`config.mk`:
```
export PLATFORM = sky130hd
export DESIGN_NAME = utf8_byte_sanitizer
export DESIGN_NICKNAME = d
export VERILOG_FILES = /design/src/usan_pkg.sv /design/src/usan_front.sv /design/src/usan_queue.sv /design/src/usan_back.sv /design/src/utf8_byte_sanitizer.sv
export SDC_FILE = /design/constraint.sdc
export NUM_CORES = 1
export LEC_CHECK = 0
export ABC_CLOCK_PERIOD_IN_PS = 3200
export BUFFER_PORTS_ARGS = -buffer_cell sky130_fd_sc_hd__buf_2
export CAP_MARGIN = 20
export CORE_ASPECT_RATIO = 0.7
export CORE_MARGIN = 2
export CORE_UTILIZATION = 43
export CTS_BUF_LIST = sky130_fd_sc_hd__clkbuf_4
export CTS_CLUSTER_DIAMETER = 50
export CTS_CLUSTER_SIZE = 12
export DETAILED_ROUTE_END_ITERATION = 10
export SYNTH_ARGS = -nofsm -noshare
export SYNTH_HDL_FRONTEND = slang
export SYNTH_SLANG_ARGS = --single-unit
```
`constraint.sdc`:
```
create_clock -name clock -period 3.2 [get_ports clock]
set_input_delay 0.32 -clock clock [delete_from_list [all_inputs] [get_ports clock]]
set_output_delay 0.32 -clock clock [all_outputs]
set_load 0.05 [all_outputs]
```
`src/usan_pkg.sv`:
```
`default_nettype none
// ----------------------------------------------------------------------------
// usan_pkg
// Shared types and constants for the UTF-8 byte sanitizer.
// ----------------------------------------------------------------------------
package usan_pkg;

   localparam logic [7:0] CONT_MASK  = 8'hC0;
   localparam logic [7:0] CONT_CODE  = 8'h80;
   localparam logic [7:0] ASCII_MAX  = 8'd127;
   localparam logic [7:0] PRINT_LO   = 8'd32;
   localparam logic [7:0] PRINT_HI   = 8'd126;
   localparam logic [7:0] CHAR_TAB   = 8'd9;
   localparam logic [7:0] CHAR_LF    = 8'd10;
   localparam logic [7:0] CHAR_CR    = 8'd13;
   localparam logic [7:0] LEAD2_LO   = 8'd192;
   localparam logic [7:0] LEAD2_HI   = 8'd223;
   localparam logic [7:0] LEAD3_LO   = 8'd224;
   localparam logic [7:0] LEAD3_HI   = 8'd239;
   localparam logic [7:0] LEAD4_LO   = 8'd240;
   localparam logic [7:0] LEAD4_HI   = 8'd247;
   localparam int         MAX_BYTES  = 4;

   typedef struct packed {
      logic [7:0] in_byte;
      logic       is_final;
   } req_type;

   typedef struct packed {
      logic [7:0] out_byte;
      logic       byte_valid;
      logic       string_end;
      logic       run_last;
   } rsp_type;

   // one burst of results caused by a single request
   typedef struct packed {
      logic [MAX_BYTES-1:0][7:0] bytes;
      logic [1:0]                last_idx;
      logic                      marker;
      logic                      fin;
   } cmd_type;

   typedef struct packed {
      logic    push;
      cmd_type cmd;
   } cmd_push_type;

endpackage
`default_nettype wire

```
`src/usan_front.sv`:
```
`default_nettype none
// ----------------------------------------------------------------------------
// usan_front
// Classifies each request byte, tracks the open sequence, issues bursts.
// ----------------------------------------------------------------------------
module usan_front (
   input  wire logic                   clock,
   input  wire logic                   reset,
   input  wire logic                   accept,
   input  wire usan_pkg::req_type      req,
   output usan_pkg::cmd_push_type      cmd_out
);

   logic [2:0] seq_ff, seq_in;
   logic [1:0] cnt_ff, cnt_in;
   logic [7:0] held_ff [3];
   logic [7:0] held_in [3];

   logic [7:0] b;
   logic       is_cont;
   logic       keep_ascii;
   logic [2:0] lead_len;
   logic [2:0] n;
   logic       fresh;
   logic [usan_pkg::MAX_BYTES-1:0][7:0] bytes;

   always_comb begin
      b       = req.in_byte;
      is_cont = (b & usan_pkg::CONT_MASK) == usan_pkg::CONT_CODE;
      keep_ascii = (b >= usan_pkg::PRINT_LO && b <= usan_pkg::PRINT_HI) ||
                   b == usan_pkg::CHAR_TAB || b == usan_pkg::CHAR_LF ||
                   b == usan_pkg::CHAR_CR;
      priority if (b >= usan_pkg::LEAD2_LO && b <= usan_pkg::LEAD2_HI) begin
         lead_len = 3'd2;
      end else if (b >= usan_pkg::LEAD3_LO && b <= usan_pkg::LEAD3_HI) begin
         lead_len = 3'd3;
      end else if (b >= usan_pkg::LEAD4_LO && b <= usan_pkg::LEAD4_HI) begin
         lead_len = 3'd4;
      end else begin
         lead_len = 3'd0;
      end

      seq_in  = seq_ff;
      cnt_in  = cnt_ff;
      held_in = held_ff;
      n       = 3'd0;
      fresh   = 1'b1;
      bytes   = '0;

      if (seq_ff != 3'd0) begin
         if (is_cont) begin
            fresh = 1'b0;
            if (({1'b0, cnt_ff} + 3'd1) >= seq_ff) begin
               // sequence complete: held bytes then this one
               for (int i = 0; i < 3; i++) begin
                  if (2'(i) < cnt_ff) begin
                     bytes[i] = held_ff[i];
                  end
               end
               bytes[cnt_ff] = b;
               n      = {1'b0, cnt_ff} + 3'd1;
               seq_in = 3'd0;
               cnt_in = 2'd0;
            end else if (cnt_ff < 2'd3) begin
               held_in[cnt_ff] = b;
               cnt_in = cnt_ff + 2'd1;
            end else begin
               seq_in = 3'd0;
               cnt_in = 2'd0;
            end
         end else begin
            seq_in = 3'd0;
            cnt_in = 2'd0;
         end
      end

      if (fresh) begin
         if (b <= usan_pkg::ASCII_MAX) begin
            if (keep_ascii) begin
               bytes[0] = b;
               n = 3'd1;
            end
         end else if (lead_len != 3'd0) begin
            held_in[0] = b;
            cnt_in = 2'd1;
            seq_in = lead_len;
         end
      end

      if (req.is_final) begin
         seq_in = 3'd0;
         cnt_in = 2'd0;
      end

      cmd_out.cmd.bytes    = bytes;
      cmd_out.cmd.marker   = (n == 3'd0);
      cmd_out.cmd.last_idx = (n == 3'd0) ? 2'd0 : 2'(n - 3'd1);
      cmd_out.cmd.fin      = req.is_final;
      cmd_out.push         = accept && (n != 3'd0 || req.is_final);
   end

   always_ff @(posedge clock) begin
      if (reset) begin
         seq_ff <= 3'd0;
         cnt_ff <= 2'd0;
      end else if (accept) begin
         seq_ff <= seq_in;
         cnt_ff <= cnt_in;
      end
   end

   always_ff @(posedge clock) begin
      if (accept) begin
         held_ff <= held_in;
      end
   end

endmodule
`default_nettype wire

```
`src/usan_queue.sv`:
```
`default_nettype none
// ----------------------------------------------------------------------------
// usan_queue
// Small FIFO of result bursts between front and back.
// ----------------------------------------------------------------------------
module usan_queue #(
   parameter int DEPTH = 4
) (
   input  wire logic                   clock,
   input  wire logic                   reset,
   input  wire usan_pkg::cmd_push_type wr,
   output logic                        full,
   input  wire logic                   rd,
   output logic                        empty,
   output usan_pkg::cmd_type           head
);

   localparam int PW = (DEPTH > 1) ? $clog2(DEPTH) : 1;
   localparam int CW = $clog2(DEPTH + 1);

   usan_pkg::cmd_type mem [DEPTH];
   logic [PW-1:0] wp_ff, wp_in, rp_ff, rp_in;
   logic [CW-1:0] cnt_ff, cnt_in;
   logic          do_wr, do_rd;

   assign full  = (cnt_ff == CW'(DEPTH));
   assign empty = (cnt_ff == '0);
   assign head  = mem[rp_ff];

   always_comb begin
      do_wr = wr.push && !full;
      do_rd = rd && !empty;
      wp_in = wp_ff;
      rp_in = rp_ff;
      if (do_wr) begin
         wp_in = (wp_ff == PW'(DEPTH - 1)) ? '0 : wp_ff + PW'(1);
      end
      if (do_rd) begin
         rp_in = (rp_ff == PW'(DEPTH - 1)) ? '0 : rp_ff + PW'(1);
      end
      cnt_in = cnt_ff + CW'(do_wr) - CW'(do_rd);
   end

   always_ff @(posedge clock) begin
      if (reset) begin
         wp_ff  <= '0;
         rp_ff  <= '0;
         cnt_ff <= '0;
      end else begin
         wp_ff  <= wp_in;
         rp_ff  <= rp_in;
         cnt_ff <= cnt_in;
      end
   end

   always_ff @(posedge clock) begin
      if (do_wr) begin
         mem[wp_ff] <= wr.cmd;
      end
   end

endmodule
`default_nettype wire

```
`src/usan_back.sv`:
```
`default_nettype none
// ----------------------------------------------------------------------------
// usan_back
// Walks a burst one byte per cycle, unless stalled, into the response register.
// ----------------------------------------------------------------------------
module usan_back (
   input  wire logic              clock,
   input  wire logic              reset,
   input  wire logic              q_empty,
   input  wire usan_pkg::cmd_type q_head,
   output logic                   q_pop,
   output logic                   rsp_empty,
   input  wire logic              rsp_pop,
   output usan_pkg::rsp_type      rsp_data
);

   logic [1:0]        idx_ff, idx_in;
   logic              vld_ff, vld_in;
   usan_pkg::rsp_type out_ff, out_in;
   logic              load, last;

   always_comb begin
      load   = !vld_ff || rsp_pop;
      last   = (idx_ff == q_head.last_idx);
      q_pop  = load && !q_empty && last;
      idx_in = idx_ff;
      vld_in = vld_ff;
      out_in = out_ff;
      if (load) begin
         vld_in = !q_empty;
         if (!q_empty) begin
            out_in.out_byte   = q_head.marker ? 8'd0 : q_head.bytes[idx_ff];
            out_in.byte_valid = !q_head.marker;
            out_in.string_end = q_head.fin && last;
            out_in.run_last   = last;
            idx_in = last ? 2'd0 : idx_ff + 2'd1;
         end
      end
   end

   assign rsp_empty = !vld_ff;
   assign rsp_data  = out_ff;

   always_ff @(posedge clock) begin
      if (reset) begin
         idx_ff <= 2'd0;
         vld_ff <= 1'b0;
      end else begin
         idx_ff <= idx_in;
         vld_ff <= vld_in;
      end
   end

   always_ff @(posedge clock) begin
      out_ff <= out_in;
   end

endmodule
`default_nettype wire

```
`src/utf8_byte_sanitizer.sv`:
```
`default_nettype none
// ----------------------------------------------------------------------------
// utf8_byte_sanitizer
// Streaming UTF-8 cleaner: keeps printable ASCII, tab, LF, CR and complete
// multi-byte sequences; drops everything else.
//
//   channel   ports                        direction
//   request   req_push req_full req_data   in  (one byte per request)
//   response  rsp_pop  rsp_empty rsp_data  out (0..4 results per request)
//
// A request is taken every cycle unless the burst queue is full.
// Responses leave one per cycle while rsp_pop is held; a completed 4-byte
// sequence goes out byte by byte via the back end's single response register.
// rsp_empty falls after the accepting edge once the burst has been written to the
// queue and then loaded into the response register.
// Synchronous reset clears sequence state, queue and response valid.
// ----------------------------------------------------------------------------
module utf8_byte_sanitizer #(
   parameter int QUEUE_DEPTH = 4
) (
   input  wire logic              clock,
   input  wire logic              reset,
   input  wire logic              req_push,
   output logic                   req_full,
   input  wire usan_pkg::req_type req_data,
   output logic                   rsp_empty,
   input  wire logic              rsp_pop,
   output usan_pkg::rsp_type      rsp_data
);

   usan_pkg::cmd_push_type cmd_push;
   usan_pkg::cmd_type      q_head;
   logic                   q_full, q_empty, q_pop;
   logic                   accept;

   assign req_full = q_full;
   assign accept   = req_push && !q_full;

   usan_front u_front (
      .clock   (clock),
      .reset   (reset),
      .accept  (accept),
      .req     (req_data),
      .cmd_out (cmd_push)
   );

   usan_queue #(
      .DEPTH (QUEUE_DEPTH)
   ) u_queue (
      .clock (clock),
      .reset (reset),
      .wr    (cmd_push),
      .full  (q_full),
      .rd    (q_pop),
      .empty (q_empty),
      .head  (q_head)
   );

   usan_back u_back (
      .clock     (clock),
      .reset     (reset),
      .q_empty   (q_empty),
      .q_head    (q_head),
      .q_pop     (q_pop),
      .rsp_empty (rsp_empty),
      .rsp_pop   (rsp_pop),
      .rsp_data  (rsp_data)
   );

endmodule
`default_nettype wire
```
# Word-level counts from Yosys, hierarchy flattened
# Memories as Yosys holds them, arrays and structs flattened. A register that Yosys moved wholly into a read port is not among the register bits.
# Index checks and enable logic that the tools add are counted.
word_totals:
  memories: 1
  wordCells: 150
  ramBits: 144
  output_inout_bits: 13
  rom_bits: 0
  ff_bits: 50
  latch_bits: 0
  in_bits: 13
memory_table:
  columns: ["name", "depth", "word_bits", "rd", "rd_ports_with_merged_regs", "write_ports", "line", "rtl"]
  rows:
  - ["u_queue.mem", 4, 36, 1, 1, 1, "usan_queue.sv:21", "usan_pkg::cmd_type mem [DEPTH];"]
op_classes:
  mux: 68
  mul: 0
  n_eq_ne: 8
  order_cmp: 19
  div: 0
  add_sub_neg: 8
  n_reduce_logical: 29
  shift: 0
  bitwise: 3
ops:
  columns: ["operator", "n"]
  rows:
  - ["$mux W8", 21]
  - ["$mux W24", 4]
  - ["$mux W32", 3]
  - ["$mux W3", 17]
  - ["$bwmux W32", 1]
  - ["$demux W8 S2", 2]
  - ["$mux W2", 14]
  - ["$bwmux W24", 1]
  - ["$eq A8 B4 Y1 const B", 3]
  - ["$ge A8 B8 Y1 const B", 3]
  - ["$le A8 B8 Y1 const B", 3]
  - ["$bmux W8 S2", 1]
  - ["$le A8 B7 Y1 const B", 2]
  - ["$logic_and A1 B1 Y1", 13]
  - ["$reduce_bool A3 Y1", 3]
  - ["$add A2 B1 Y2 const B", 4]
  - ["$ge A8 B6 Y1 const B", 1]
  - ["$eq A2 B2 Y1 const B", 3]
  - ["$logic_not A3 Y1", 2]
  - ["$lt A2 B3 Y1 const B", 2]
  - ["$logic_or A1 B1 Y1", 5]
  - ["$reduce_and A5 Y1", 1]
  - ["$logic_not A1 Y1", 4]
  - ["$lt A1 B2 Y1 const A", 2]
  - ["other kinds (16)", 20]

# Depth between registers and ports, before layout
# Gate-level depths: netlist of run 1.
logic_depth:
  depth_word: 14
  depth_mapped: 13
  mapped_depth_nobuf: 13

# Cells and area by module
# A second synthesis of run 1 with hierarchy kept.
unflattened:
  hier_cells: 480
  hier_area_um2: 8340.5
by_module_without_submodules:
  columns: ["mod", "area_per_inst_um2", "seq_area_each_um2", "instances", "cells_per_inst"]
  rows:
  - ["usan_queue", 5680.4, 4504.3, 1, 238]
  - ["usan_front", 1856.8, 820.8, 1, 187]
  - ["usan_back", 789.5, 390.4, 1, 54]
  - ["utf8_byte_sanitizer", 13.8, 0.0, 1, 1]

# Worst setup path before layout of run 1
# OpenSTA, ideal clock, no wires.
synth_path:
  kind: "reg-to-reg"
  startpoint: "reg u_front.cnt_ff[0]"
  endpoint: "mem u_queue.mem[1][0] (netlist bit), enable pin"
  setup_ps: 397
  setup_slack_ps: -157
  path_stages_with_launch: 9
  n_path_buf: 0
  required_ps: 2803
  period_less_slack_ps: 3357
  arrival_ps: 2960
  cell_sequence: "dfxtp_1 inv_1 ha_1 ha_1 nand2_1 o221ai_2 nand3_1 a31oi_1 and2_1"
synth_between:
  elab_chain_len: 14
synth_lines:
  columns: ["element", "line", "rtl"]
  rows:
  - ["start, declared", "usan_front.sv:15", "logic [1:0] cnt_ff, cnt_in;"]
  - ["start signal, assigned", "usan_front.sv:108", "cnt_ff <= cnt_in;"]
  - ["$add A2 B1 Y3 (*)", "usan_front.sv:53, usan_front.sv:61", null]
  - ["$ge A3 B3 Y1", "usan_front.sv:53", "if (({1'b0, cnt_ff} + 3'd1) >= seq_ff) begin"]
  - ["$mux W3 (*)", "usan_front.sv:53", null]
  - ["$mux W3 (*)", "usan_front.sv:51", "if (is_cont) begin"]
  - ["$mux W3 (*)", "usan_front.sv:50", "if (seq_ff != 3'd0) begin"]
  - ["$mux W3", "usan_front.sv:79", "if (keep_ascii) begin"]
  - ["$mux W3", "usan_front.sv:78", "if (b <= usan_pkg::ASCII_MAX) begin"]
  - ["$mux W3 (*)", "usan_front.sv:77", "if (fresh) begin"]
  - ["$reduce_bool A3 Y1 (*)", "usan_front.sv:99", "cmd_out.push = accept && (n != 3'd0 || req.is_final);"]
  - ["$logic_or A1 B1 Y1 (*)", "usan_front.sv:99", null]
  - ["$logic_and A1 B1 Y1 (*)", "usan_front.sv:99", null]
  - ["$logic_and A1 B1 Y1 (*)", "usan_queue.sv:31", "do_wr = wr.push && !full;"]
  - ["net u_queue.do_wr", "usan_queue.sv:24", "logic do_wr, do_rd;"]
  - ["$mux W1 (*)", "usan_queue.sv:57", "if (do_wr) begin"]
  - ["$mux W1 (implied by the code) (*)", "usan_queue.sv:58", "mem[wp_ff] <= wr.cmd;"]
  - ["end, declared", "usan_queue.sv:21", null]
# The timed path passes the listed nets; every way through them passes the cells marked *.

# Worst setup path in the final report of run 1
layout_path:
  startpoint: "reg u_front.cnt_ff[1]"
  endpoint: "reg u_queue.cnt_ff[2]"
layout_between:
  elab_chain_len: 14
layout_lines:
  columns: ["element", "line", "rtl"]
  rows:
  - ["$add A2 B1 Y3 (*)", "usan_front.sv:53, usan_front.sv:61", null]
  - ["$ge A3 B3 Y1", "usan_front.sv:53", null]
  - ["$mux W3 (*)", "usan_front.sv:53", null]
  - ["$mux W3 (*)", "usan_front.sv:51", null]
  - ["$mux W3 (*)", "usan_front.sv:50", null]
  - ["$mux W3", "usan_front.sv:79", null]
  - ["$mux W3", "usan_front.sv:78", null]
  - ["$mux W3 (*)", "usan_front.sv:77", null]
  - ["$reduce_bool A3 Y1 (*)", "usan_front.sv:99", null]
  - ["$logic_or A1 B1 Y1 (*)", "usan_front.sv:99", null]
  - ["$logic_and A1 B1 Y1 (*)", "usan_front.sv:99", null]
  - ["$logic_and A1 B1 Y1 (*)", "usan_queue.sv:31", null]
  - ["net u_queue.do_wr", "usan_queue.sv:24", null]
  - ["$add A3 B1 Y3 (*)", "usan_queue.sv:41", "cnt_in = cnt_ff + CW'(do_wr) - CW'(do_rd);"]
  - ["$sub A3 B1 Y3 (*)", "usan_queue.sv:41", null]
  - ["end signal, assigned", "usan_queue.sv:52", "cnt_ff <= cnt_in;"]
  - ["end, declared", "usan_queue.sv:23", "logic [CW-1:0] cnt_ff, cnt_in;"]
# Marks and branches as above.
# A chain may end at the register's enable or synchronous reset.

==> reports/qor.tcl, run 1 <==
set qor(synthTopCellsByArea) {edfxtp_1 (65%), mux4_2 (11%), dfxtp_1 (4.1%)}
set qor(synth.area.mux_share_pct) 13.2
set qor(post_route_cells_drive_above_1_share_pct) 23.2
set qor(p_int_mw) 4.39
set qor(wire_length_of_the_first_global_routing_pass_mm) 26.4
set qor(setup.worst_path.start) {u_front.cnt_ff[1]$_SDFFE_PP0P_}
set qor(effective_utilization_at_floorplan_pct) 43.9
set qor(skew_ns) 0.0190
set qor(tightest_slew_ns) 0.737
set qor(layout_min_cycle_time_ns) 3.02
set qor(fin_tns_setup_ns) 0
set qor(most_frequent_cells_in_the_layout) {edfxtp_1 (179), nor2_1 (42), mux4_2 (40)}
set qor(clk_latency_worst_skew_pair_ns) 0.57
set qor(core_area_um2) 18900
set qor(leakagePower_nw) 3.01
set qor(cts_made_buffers) 17
set qor(synthXorXnorAreaFrac_pct) 0.317
set qor(seq_power_share_pct) 51.6
set qor(ctsLongestPathBuffers) 2
set qor(unrepaired_setup_endpoints_after_global_routing) {no}
set qor(num_rows) 42
set qor(critical_path_arrival_ns) 3.52
set qor(synthAdderAreaFrac_pct) 2.51
set qor(timing.slew.headroom_pct) 50.7
set qor(area_enclosed_by_the_die_boundary_um2) 20400
set qor(routabilityCongestion) 0.881
set qor(cts_num_sinks) 196
set qor(area_fraction_in_compound_gates_after_synthesis_pct) 4.87
set qor(netlist-cell-type-count) 52
set qor(sort_of_element_at_the_start_of_the_critical_path) {register}
set qor(total_net_switching_power_mw) 1.94
set qor(first_global_vias) 4570
set qor(number_of_slew_limit_violations_in_the_final_report) 0
set qor(drt-pass1-iter-count) 5
set qor(avgRoutedWirePerCell_um) 21.1
set qor(synth_top_family_by_area) {multiplexers}
set qor(syn_area_um2) 8280
set qor(critical_path_required_ns) 3.71
set qor(hold_class) {primary input to register}
set qor(yosys_most_used_dff) {edfxtp_1}
set qor(switching_share_pct) 30.7
set qor(num_vias) 4458
set qor(max_freq_mhz) 332
set qor(clockPowerShare_pct) 22.4
set qor(timing.critical_path.fanout_max) 6
set qor(final_hold_violation_count) 0
set qor(floorplan.die.height_um) 120
set qor(post_synth_edffs) 179
set qor(place.port_buffers) 25
set qor(worstHoldStart) {req_data[3]}
set qor(deepest_level_of_the_cts_h_tree) 4
set qor(detail_route.wirelength_mm) 16.8
set qor(hpwl_mm) 10.5
set qor(setup_viol_count_final) 0
set qor(num_io_pins) 26
set qor(drc_errors) 0
set qor(viasPerCell) 5.61
set qor(antenna_found_initial) 1
set qor(clk_root_buffer_cell) {clkbuf_4}
set qor(avgSynthCellArea_um2) 16.6
set qor(synthSimpleGateAreaFrac_pct) 7.66
set qor(synth_top_cell_area_share_pct) 64.9
set qor(worst_r2r_startpoint) {u_front.cnt_ff[1]$_SDFFE_PP0P_}
set qor(worst_setup_path_end_kind) {register}
set qor(track_usage_pct) 17.8
set qor(layout_area_growth_over_synthesis_pct) 10.2
set qor(max-cap-violations) 0
set qor(design.final.nets) 569
set qor(leading_cell_type_in_the_layout_fill_and_taps_excluded) {edfxtp_1}
set qor(ant_nets) 0
set qor(synth-warning-count) 0
set qor(total_congestion_overflow_after_global_routing) 0
set qor(async_reset_ff_share_pct) 0
set qor(critPathKind) {register to register}
set qor(cts_tree) {done}
set qor(syn-instance-count) 498
set qor(p_comb_share_pct) 26.0
set qor(outcome) {finished, final reports clean}
set qor(grt_max_degree) 37
set qor(post-place-cells) 762
set qor(synth-seq-area-share_pct) 69.0
set qor(ir_worst_vdd_mv) 0.493
set qor(total_of_flip_flops_plus_latches_after_synthesis) 196
set qor(period_share_pct) 94.3
set qor(stdcell_count) 795
set qor(floorplan.die.width_um) 170
set qor(powerDensity_nw_per_um2) 694
set qor(cell_type_with_the_highest_aggregate_area_in_the_netlist) {edfxtp_1}
set qor(clock_slew_at_the_register_clock_pins_of_the_worst_setup_and_hold_paths_ns) 0.15
set qor(initialDrtViolationCount) 417
stage by stage:
stage / area [µm²] / power, mW / setup slack (ns) / hold WS (ns) / util, %
2_1_floorplan: 8290 / 4.54 / 0.0894 / 0.419 / -
3_3_place_gp: 8780 / 4.97 / 0.205 / 0.459 / 46.6
6_report: 9130 / 6.33 / 0.183 / 0.0590 / 48.4
4_1_cts: 9110 / 6.40 / 0.00504 / 0.0187 / 48.3
3_5_place_dp: 8780 / 5.00 / 0.0345 / 0.466 / 46.6
5_1_grt: 9130 / 6.64 / 0.0105 / 0.0143 / 48.4
kinds of logic (layout without fill, tap and decap cells):
| family | Yosys count | count (layout) |
|---|---|---|
| flip-flops | 196 | 196 |
| AND/OR/NAND/NOR | 129 | 129 |
| AO/OA/AOI/OAI | 58 | 58 |
| multiplexers | 52 | 52 |
| buffers and inverters | 43 | 94 |
| adder cells (fa/ha/maj) | 16 | 16 |
| XOR/XNOR | 3 | 3 |
| other | 1 | 5 |
metal layers:
layer | global-route usage (%) | vias to the layer above | share of wire, %
met5 | 0 | - | 0
met4 | 6.14 | 0 | 2.3
met1 | 26.0 | 2249 | 46
met2 | 26.0 | 165 | 45
met3 | 4.75 | 24 | 6.5
li1 | - | 2020 | -
state kept, by name, indices dropped and copies added (netlist names), named ones only:
signal	cells
u_queue.wp_ff	2
u_back.rsp_data	11
u_front.seq_ff	3
u_queue.rp_ff	2
u_front.held_ff	8
u_queue.cnt_ff	3
u_queue.mem	144
u_back.vld_ff	1
u_front.cnt_ff	2
u_back.idx_ff	2
critical path, stage by stage (launching register included):
cell and delay [ns]:
dfxtp_2 0.42, inv_1 0.09, ha_1 0.34, ha_1 0.29
nand2_1 0.06, o221ai_2 0.17, nand3_1 0.21, a31oi_4 0.28
ha_1 0.19, inv_1 0.05, fa_1 0.40, xor2_1 0.16
and2_1 0.16, nor3_1 0.12
cell type report:
type / instances / area [µm²]
antenna: 1 / 2.50
fill: 1577 / 9740
inverter: 19 / 71.3
clock inverter: 14 / 184
multi-input combinational: 262 / 2400
timing repair buffer: 44 / 320
clock buffer: 17 / 128
tap: 242 / 303
sequential: 196 / 5720
power groups by stage:
stage | clock [mW] | sequential, mW | combinational, mW
floorplan | 0 | 3.56 | 0.974
global placement | 0 | 3.32 | 1.65
detailed placement | 0 | 3.33 | 1.67
CTS | 1.46 | 3.27 | 1.67
global route | 1.55 | 3.30 | 1.79
finish | 1.42 | 3.27 | 1.65
path summary, 6_finish.rpt:
| path | slack, ns | depth (start not counted) | endpoint |
|---|---|---|---|
| max reg2reg | 0.18 | 13 | u_queue.cnt_ff[2]$_SDFF_PP0_ |
| min reg2reg | 0.48 | 2 | u_back.vld_ff$_SDFFE_PP0N_ |
| min | 0.06 | 1 | register |
| max | 0.18 | 13 | u_queue.cnt_ff[2]$_SDFF_PP0_ |
timing repair:
item,CTS,global route
gates resized for setup,0,4
hold buffers,1,0
setup buffers,0,0
hold endpoints to repair,1,0
endpoints found under the setup margin,0,1
synth_stat cells (all sizes together) (2+ instances only):
cell type,count
mux2,5
dfxtp,17
nand4,4
o211ai,2
a22oi,7
edfxtp,179
nor2b,3
nand3,2
mux4,44
o21ai,9
a22o,7
nand2b,4
nor2,43
and2,20
and3,4
xnor2,2
o221ai,3
nor4,3
buf,11
inv,19
nand2,29
a31oi,3
nor3,9
mux2i,3
a21oi,20
ha,15
clkbuf,13
(Power assumes the default switching activity.)
==> run 2, diff against run 1 <==
--- a/config.mk
+++ b/config.mk
@@ -15,6 +15,8 @@
 export CTS_CLUSTER_DIAMETER = 50
 export CTS_CLUSTER_SIZE = 12
 export DETAILED_ROUTE_END_ITERATION = 10
+export PLACE_DENSITY_LB_ADDON = 0.05
 export SYNTH_ARGS = -nofsm -noshare
 export SYNTH_HDL_FRONTEND = slang
+export SYNTH_HIERARCHICAL = 1
 export SYNTH_SLANG_ARGS = --single-unit
==> run 2 against run 1 <==
- sequential cell count did not move
- clock power fell by 7%
- power fell by 5.1%
- register-to-register slack got worse by 0.02 ns
- worst setup slack got worse by 0.022 ns
- combinational power fell by 12%
- sequential share of layout area fell by 0.84 points
- synthesized area rose by 0.76%
- final area rose by 1.4%
- via count fell by 1.5%
==> reports/qor.tcl, run 2 <==
set qor(outcome) {finished, final reports clean}
set qor(rrSetupSlack_ns) 0.16
set qor(layout.filler_cells) 1611
set qor(timing.critical_path.fanout_max) 5
set qor(critPathKind) {register to register}
set qor(hold_path_depth) 3
set qor(holdWs_ns) 0.0647
set qor(effective_utilization_at_floorplan_pct) 44.0
set qor(ctsLongestPathBuffers) 2
set qor(leakagePower_nw) 3.06
set qor(floorplan.die.height_um) 121
set qor(post_synth_most_frequent_cells) {edfxtp_1 (179), mux4_2 (41), nor2_1 (40)}
set qor(mappedNetlistNets) 509
set qor(synth_top_cell_area_share_pct) 64.4
set qor(initialDrtViolationCount) 378
set qor(num_rows) 42
set qor(clock_slew_at_the_register_clock_pins_of_the_worst_setup_and_hold_paths_ns) 0.16
set qor(cts_made_buffers) 17
set qor(worstHoldEndpoint) {u_back/vld_ff$_SDFFE_PP0N_}
set qor(cts_tree) {done}
set qor(num_io_pins) 26
set qor(detail_route.wirelength_mm) 17.4
set qor(avgSynthCellArea_um2) 17.4
set qor(largest_register_ffs) 144
set qor(synth-warning-count) 6
set qor(grt_max_degree) 37
set qor(ir_worst_vdd_mv) 0.215
set qor(num_vias) 4392
set qor(place.port_buffers) 25
set qor(setup_viol_count_final) 0
set qor(layout_min_cycle_time_ns) 3.04
set qor(drt-pass1-iter-count) 5
set qor(unrepaired_setup_endpoints_after_global_routing) {no}
set qor(antenna_found_initial) 0
set qor(avgRoutedWirePerCell_um) 21.6
set qor(skew_ns) 0.0195
set qor(routabilityCongestion) 0.826
set qor(critical_path_required_ns) 3.66
set qor(post_route_cells_drive_above_1_share_pct) 30.1
set qor(total_of_flip_flops_plus_latches_after_synthesis) 196
set qor(cell_type_with_the_highest_aggregate_area_in_the_netlist) {edfxtp_1}
set qor(worst_setup_path_end_kind) {register}
set qor(max-cap-violations) 0
set qor(tightest_slew_ns) 0.867
set qor(worst_r2r_startpoint) {u_front/cnt_ff[0]$_SDFFE_PP0P_}
set qor(viasPerCell) 5.47
set qor(timing.slew.headroom_pct) 41.7
set qor(worst-r2r-cell-count) 17
set qor(syn-instance-count) 480
set qor(drc_errors) 0
set qor(synthTopCellsByArea) {edfxtp_1 (64%), mux4_2 (11%), dfxtp_1 (4.1%)}
set qor(syn_area_um2) 8340
set qor(yosys_most_used_dff) {edfxtp_1}
set qor(critical_path_arrival_ns) 3.50
set qor(post_synth_edffs) 179
set qor(final_hold_violation_count) 0
set qor(clk_root_buffer_cell) {clkbuf_4}
set qor(design.final.nets) 555
set qor(async_reset_ff_share_pct) 0
set qor(fin_tns_setup_ns) 0
set qor(max_freq_mhz) 329
set qor(first_global_vias) 4390
set qor(area_enclosed_by_the_die_boundary_um2) 20500
set qor(deepest_level_of_the_cts_h_tree) 4
set qor(cts_num_sinks) 196
set qor(rr_endpoint) {u_queue/cnt_ff[2]$_SDFF_PP0_}
set qor(antenna_cells_inserted) 0
set qor(powerDensity_nw_per_um2) 649
set qor(track_usage_pct) 18.0
set qor(hold_class) {primary input to register}
set qor(sort_of_element_at_the_start_of_the_critical_path) {register}
set qor(total_congestion_overflow_after_global_routing) 0
set qor(leading_cell_type_in_the_layout_fill_and_taps_excluded) {edfxtp_1}
set qor(floorplan.die.width_um) 170
set qor(netlist-cell-type-count) 66
set qor(detailed_place.area_um2) 8900
set qor(most_frequent_cells_in_the_layout) {edfxtp_1 (179), mux4_2 (41), nor2_1 (40)}
set qor(ant_nets) 0
set qor(number_of_slew_limit_violations_in_the_final_report) 0
set qor(layout_area_growth_over_synthesis_pct) 11.0
set qor(regMostFlops) {u_queue/mem}
set qor(period_share_pct) 94.9
set qor(post-route-cell-area_um2) 9260
set qor(clk_latency_worst_skew_pair_ns) 0.57
set qor(synth-seq-area-share_pct) 68.5
set qor(post-synth-top-count-cell) {edfxtp_1}
set qor(core_area_um2) 19000
set qor(wire_length_of_the_first_global_routing_pass_mm) 26.7
set qor(hpwl_mm) 10.8
set qor(cts.hold.buffers_added) 0
set qor(worstHoldStart) {rsp_pop}
run 2: worst max-delay path, stage by stage (launching register included):
cell	delay [ns]
dfxtp_4	0.42
inv_4	0.06
ha_4	0.26
ha_4	0.26
nand2_2	0.05
o221ai_2	0.16
nand2b_1	0.11
a21oi_2	0.13
o31a_1	0.16
and2_4	0.15
inv_2	0.03
ha_1	0.25
inv_1	0.04
ha_2	0.16
fa_2	0.35
xnor2_2	0.14
xnor2_1	0.14
nor2_1	0.05
run 2: stage by stage:
stage / utilization (%) / cells / power, mW / worst slack [ns]
floorplan: - / 480 / 4.33 / 0.000817
global placement: 46.9 / 766 / 4.76 / 0.168
detailed placement: 46.9 / 766 / 4.77 / 0.0764
CTS: 48.5 / 798 / 6.09 / 0.0514
global route: 48.8 / 803 / 6.30 / 0.00309
finish: 48.8 / 803 / 6.01 / 0.162
run 2: power by group:
group          leakage, nW  internal (mW)  switching, mW  total (mW)
sequential            1.76           3.13         0.0920        3.22
combinational         1.15          0.565          0.898        1.46
clock                0.152          0.422          0.903        1.32
run 2: worst max path at each step:
stage,from,to,cells past startpoint
3_5_place_dp,u_front/cnt_ff[1]$_SDFFE_PP0P_,u_queue/cnt_ff[2]$_SDFF_PP0_,17
4_1_cts,u_front/cnt_ff[1]$_SDFFE_PP0P_,u_queue/cnt_ff[2]$_SDFF_PP0_,17
2_1_floorplan,u_front/cnt_ff[0]$_SDFFE_PP0P_,u_queue/cnt_ff[2]$_SDFF_PP0_,17
3_3_place_gp,u_front/cnt_ff[1]$_SDFFE_PP0P_,u_queue/cnt_ff[2]$_SDFF_PP0_,17
6_report,u_front/cnt_ff[0]$_SDFFE_PP0P_,u_queue/cnt_ff[2]$_SDFF_PP0_,17
5_1_grt,u_front/cnt_ff[0]$_SDFFE_PP0P_,u_queue/cnt_ff[2]$_SDFF_PP0_,17
run 2: kinds of logic after synthesis:
group                    count (synthesis)  synth area share (%)
adder cells (fa/ha/maj)                 16                  2.49
other                                    1                0.0450
AND/OR/NAND/NOR                        107                  6.99
flip-flops                             196                  68.5
XOR/XNOR                                 4                 0.420
multiplexers                            50                  13.0
AO/OA/AOI/OAI                           61                  5.87
buffers and inverters                   45                  2.69
run 2: routing by layer:
| layer | routed length (µm) | GRT usage (%) | vias up |
|---|---|---|---|
| met1 | 8550 | 27.1 | 2287 |
| li1 | - | - | 1989 |
| met3 | 883 | 4.42 | 11 |
| met5 | 0 | 0 | - |
| met4 | 139 | 4.01 | 0 |
| met2 | 7780 | 26.7 | 105 |
run 2: area by class of cell:
| cell class | instances | area [µm²] | area share (%) |
|---|---|---|---|
| sequential | 196 | 5720 | 61.8 |
| multi-input combinational | 239 | 2460 | 26.6 |
| timing repair buffer | 52 | 378 | 4.08 |
| tap | 264 | 330 | 3.57 |
| clock inverter | 15 | 161 | 1.74 |
| clock buffer | 17 | 128 | 1.38 |
| inverter | 20 | 77.6 | 0.838 |
run 2: timing repair:
| action | 4_1_cts | 5_1_grt |
|---|---|---|
| setup buffers | 0 | 5 |
| gates resized for setup | 0 | 5 |
| setup endpoints to repair | 0 | 1 |
==> run 3, diff against run 2 <==
--- a/config.mk
+++ b/config.mk
@@ -8,9 +8,9 @@
 export ABC_CLOCK_PERIOD_IN_PS = 3200
 export BUFFER_PORTS_ARGS = -buffer_cell sky130_fd_sc_hd__buf_2
 export CAP_MARGIN = 20
-export CORE_ASPECT_RATIO = 0.7
+export CORE_ASPECT_RATIO = 0.75
 export CORE_MARGIN = 2
-export CORE_UTILIZATION = 43
+export CORE_UTILIZATION = 30
 export CTS_BUF_LIST = sky130_fd_sc_hd__clkbuf_4
 export CTS_CLUSTER_DIAMETER = 50
 export CTS_CLUSTER_SIZE = 12
==> run 3 against run 2 <==
- fmax rose by 0.54%
- largest cell class unchanged
- sequential cell count unchanged
- critical path type unchanged
- global-route usage fell by 3.8 points
==> reports/qor.tcl, run 3 (synthesis gave the netlist of run 2 again) <==
set qor(clk_latency_worst_skew_pair_ns) 0.60
set qor(antenna_found_initial) 1
set qor(worstHoldStart) {req_data[0]}
set qor(post-place-cells) 855
set qor(p_comb_share_pct) 24.7
set qor(outcome) {finished, final reports clean}
set qor(sort_of_element_at_the_start_of_the_critical_path) {register}
set qor(powerDensity_nw_per_um2) 646
set qor(place.port_buffers) 25
set qor(worst_r2r_startpoint) {u_front/cnt_ff[0]$_SDFFE_PP0P_}
set qor(detail_route.wirelength_mm) 19.6
set qor(post-layout-total-power_mw) 6.05
set qor(num_rows) 52
set qor(detailed_place.area_um2) 9030
set qor(setup_viol_count_final) 0
set qor(effective_utilization_at_floorplan_pct) 30.7
set qor(initialDrtViolationCount) 281
set qor(hpwl_mm) 12.6
set qor(clockPowerShare_pct) 22.0
set qor(track_usage_pct) 14.2
set qor(unrepaired_setup_endpoints_after_global_routing) {no}
set qor(deepest_level_of_the_cts_h_tree) 4
set qor(cts_num_sinks) 196
set qor(worst_setup_path_end_kind) {register}
set qor(max-cap-violations) 0
set qor(stdcell_count) 891
set qor(setup.worst_path.start) {u_front/cnt_ff[0]$_SDFFE_PP0P_}
set qor(total_net_switching_power_mw) 1.99
set qor(cts_made_buffers) 17
set qor(critPathKind) {register to register}
set qor(ctsLongestPathBuffers) 2
set qor(hold_class) {primary input to register}
set qor(skew_ns) 0.0470
set qor(switching_share_pct) 32.9
set qor(routabilityCongestion) 0.747
set qor(timing.slew.headroom_pct) 49.5
set qor(viasPerCell) 4.87
set qor(leakagePower_nw) 3.05
set qor(fin_tns_setup_ns) 0
set qor(max_freq_mhz) 331
set qor(total_congestion_overflow_after_global_routing) 0
set qor(critical_path_required_ns) 3.69
set qor(seq_power_share_pct) 53.4
set qor(clk_root_buffer_cell) {clkbuf_4}
set qor(design.final.nets) 554
set qor(floorplan.die.height_um) 148
set qor(leading_cell_type_in_the_layout_fill_and_taps_excluded) {edfxtp_1}
set qor(cts_tree) {done}
set qor(post_route_cells_drive_above_1_share_pct) 29.2
set qor(avgRoutedWirePerCell_um) 22.0
set qor(number_of_slew_limit_violations_in_the_final_report) 0
set qor(critical_path_arrival_ns) 3.52
set qor(num_vias) 4338
set qor(grt_max_degree) 34
set qor(p_int_mw) 4.05
set qor(first_global_vias) 4416
set qor(final_hold_violation_count) 0
set qor(regMostFlops) {u_queue/mem}
set qor(ir_worst_vdd_mv) 0.217
set qor(postLayoutCoreUtil_pct) 34.5
set qor(ant_nets) 0
set qor(largest_register_ffs) 144
set qor(period_share_pct) 94.4
set qor(clock_slew_at_the_register_clock_pins_of_the_worst_setup_and_hold_paths_ns) 0.19
set qor(area_enclosed_by_the_die_boundary_um2) 29200
set qor(drc_errors) 0
set qor(wire_length_of_the_first_global_routing_pass_mm) 29.3
set qor(layout_min_cycle_time_ns) 3.02
set qor(drt-pass1-iter-count) 4
set qor(most_frequent_cells_in_the_layout) {edfxtp_1 (179), mux4_2 (41), nor2_1 (40)}
set qor(core_area_um2) 27100
set qor(num_io_pins) 26
set qor(floorplan.die.width_um) 197
set qor(layout_area_growth_over_synthesis_pct) 12.2
set qor(tightest_slew_ns) 0.758
set qor(post-route-cell-area_um2) 9360
set qor(timing.critical_path.fanout_max) 5
==> run 3: cell count changes in the layout (fill, tap and decap cells not counted), moves of 2 or more <==
| cell | before | now |
|---|---|---|
| diode_2 | 0 | 2 |
| buf_4 | 23 | 21 |
| clkinv_4 | 2 | 0 |
| clkinv_8 | 1 | 3 |
==> run 3: layer usage <==
metal | track usage (%) | share of wire, % | wire length, µm
met4 | 4.85 | 1.4 | 284
met2 | 20.6 | 44 | 8580
met1 | 21.1 | 51 | 9930
met3 | 2.88 | 4.1 | 812
met5 | 0 | 0 | 0
==> run 3: through the flow <==
stage,setup slack (ns),hold slack [ns]
final,0.178,0.0874
after global routing,0.00736,0.0196
after CTS,0.103,0.0199
after detailed placement,0.0945,0.493
after global placement,0.143,0.470
after floorplan,0.000817,0.389
==> run 3: cell type report <==
| class | instances | area [µm²] |
|---|---|---|
| diodes | 2 | 5.00 |
| clock buffers | 17 | 128 |
| clock inverters | 15 | 156 |
| fillers | 2563 | 17800 |
| inverters | 20 | 77.6 |
| multi-input cells | 239 | 2460 |
| flip-flops and latches | 196 | 5720 |
| well taps | 351 | 439 |
| repair buffers | 51 | 373 |
==> run 3: worst max-delay path, cell delays in order (launching register included) <==
cell	delay (ns)
dfxtp_4	0.43
inv_4	0.05
ha_4	0.23
ha_4	0.26
nand2_1	0.06
o221ai_2	0.17
nand2b_1	0.11
a21oi_2	0.14
o31a_1	0.16
and2_4	0.15
inv_1	0.04
ha_1	0.26
inv_1	0.04
ha_2	0.16
fa_2	0.35
xnor2_2	0.14
xnor2_1	0.13
nor2_1	0.05
==> run 3: worst paths after layout <==
path | endpoint | slack [ns] | cells after the start
hold reg to reg | register | 0.52 | 2
hold / removal | u_queue/mem[3][0]$_DFFE_PP_ | 0.09 | 1
setup / recovery | u_queue/cnt_ff[2]$_SDFF_PP0_ | 0.18 | 17
setup reg to reg | u_queue/cnt_ff[2]$_SDFF_PP0_ | 0.18 | 17
==> run 3: repair_timing <==
| item | in CTS | in global routing |
|---|---|---|
| resized for setup | 0 | 3 |
| setup endpoints to repair | 0 | 1 |
| buffers inserted | 0 | 1 |
| hold buffers | 1 | 0 |
| endpoints found under the hold margin | 1 | 0 |
==> run 3: power groups by stage <==
stage	logic, mW	clock network [mW]	registers, mW
finish	1.49	1.33	3.23
global route	1.61	1.47	3.26
CTS	1.53	1.39	3.23
detailed placement	1.53	0	3.29
global placement	1.53	0	3.27
floorplan	0.806	0	3.53
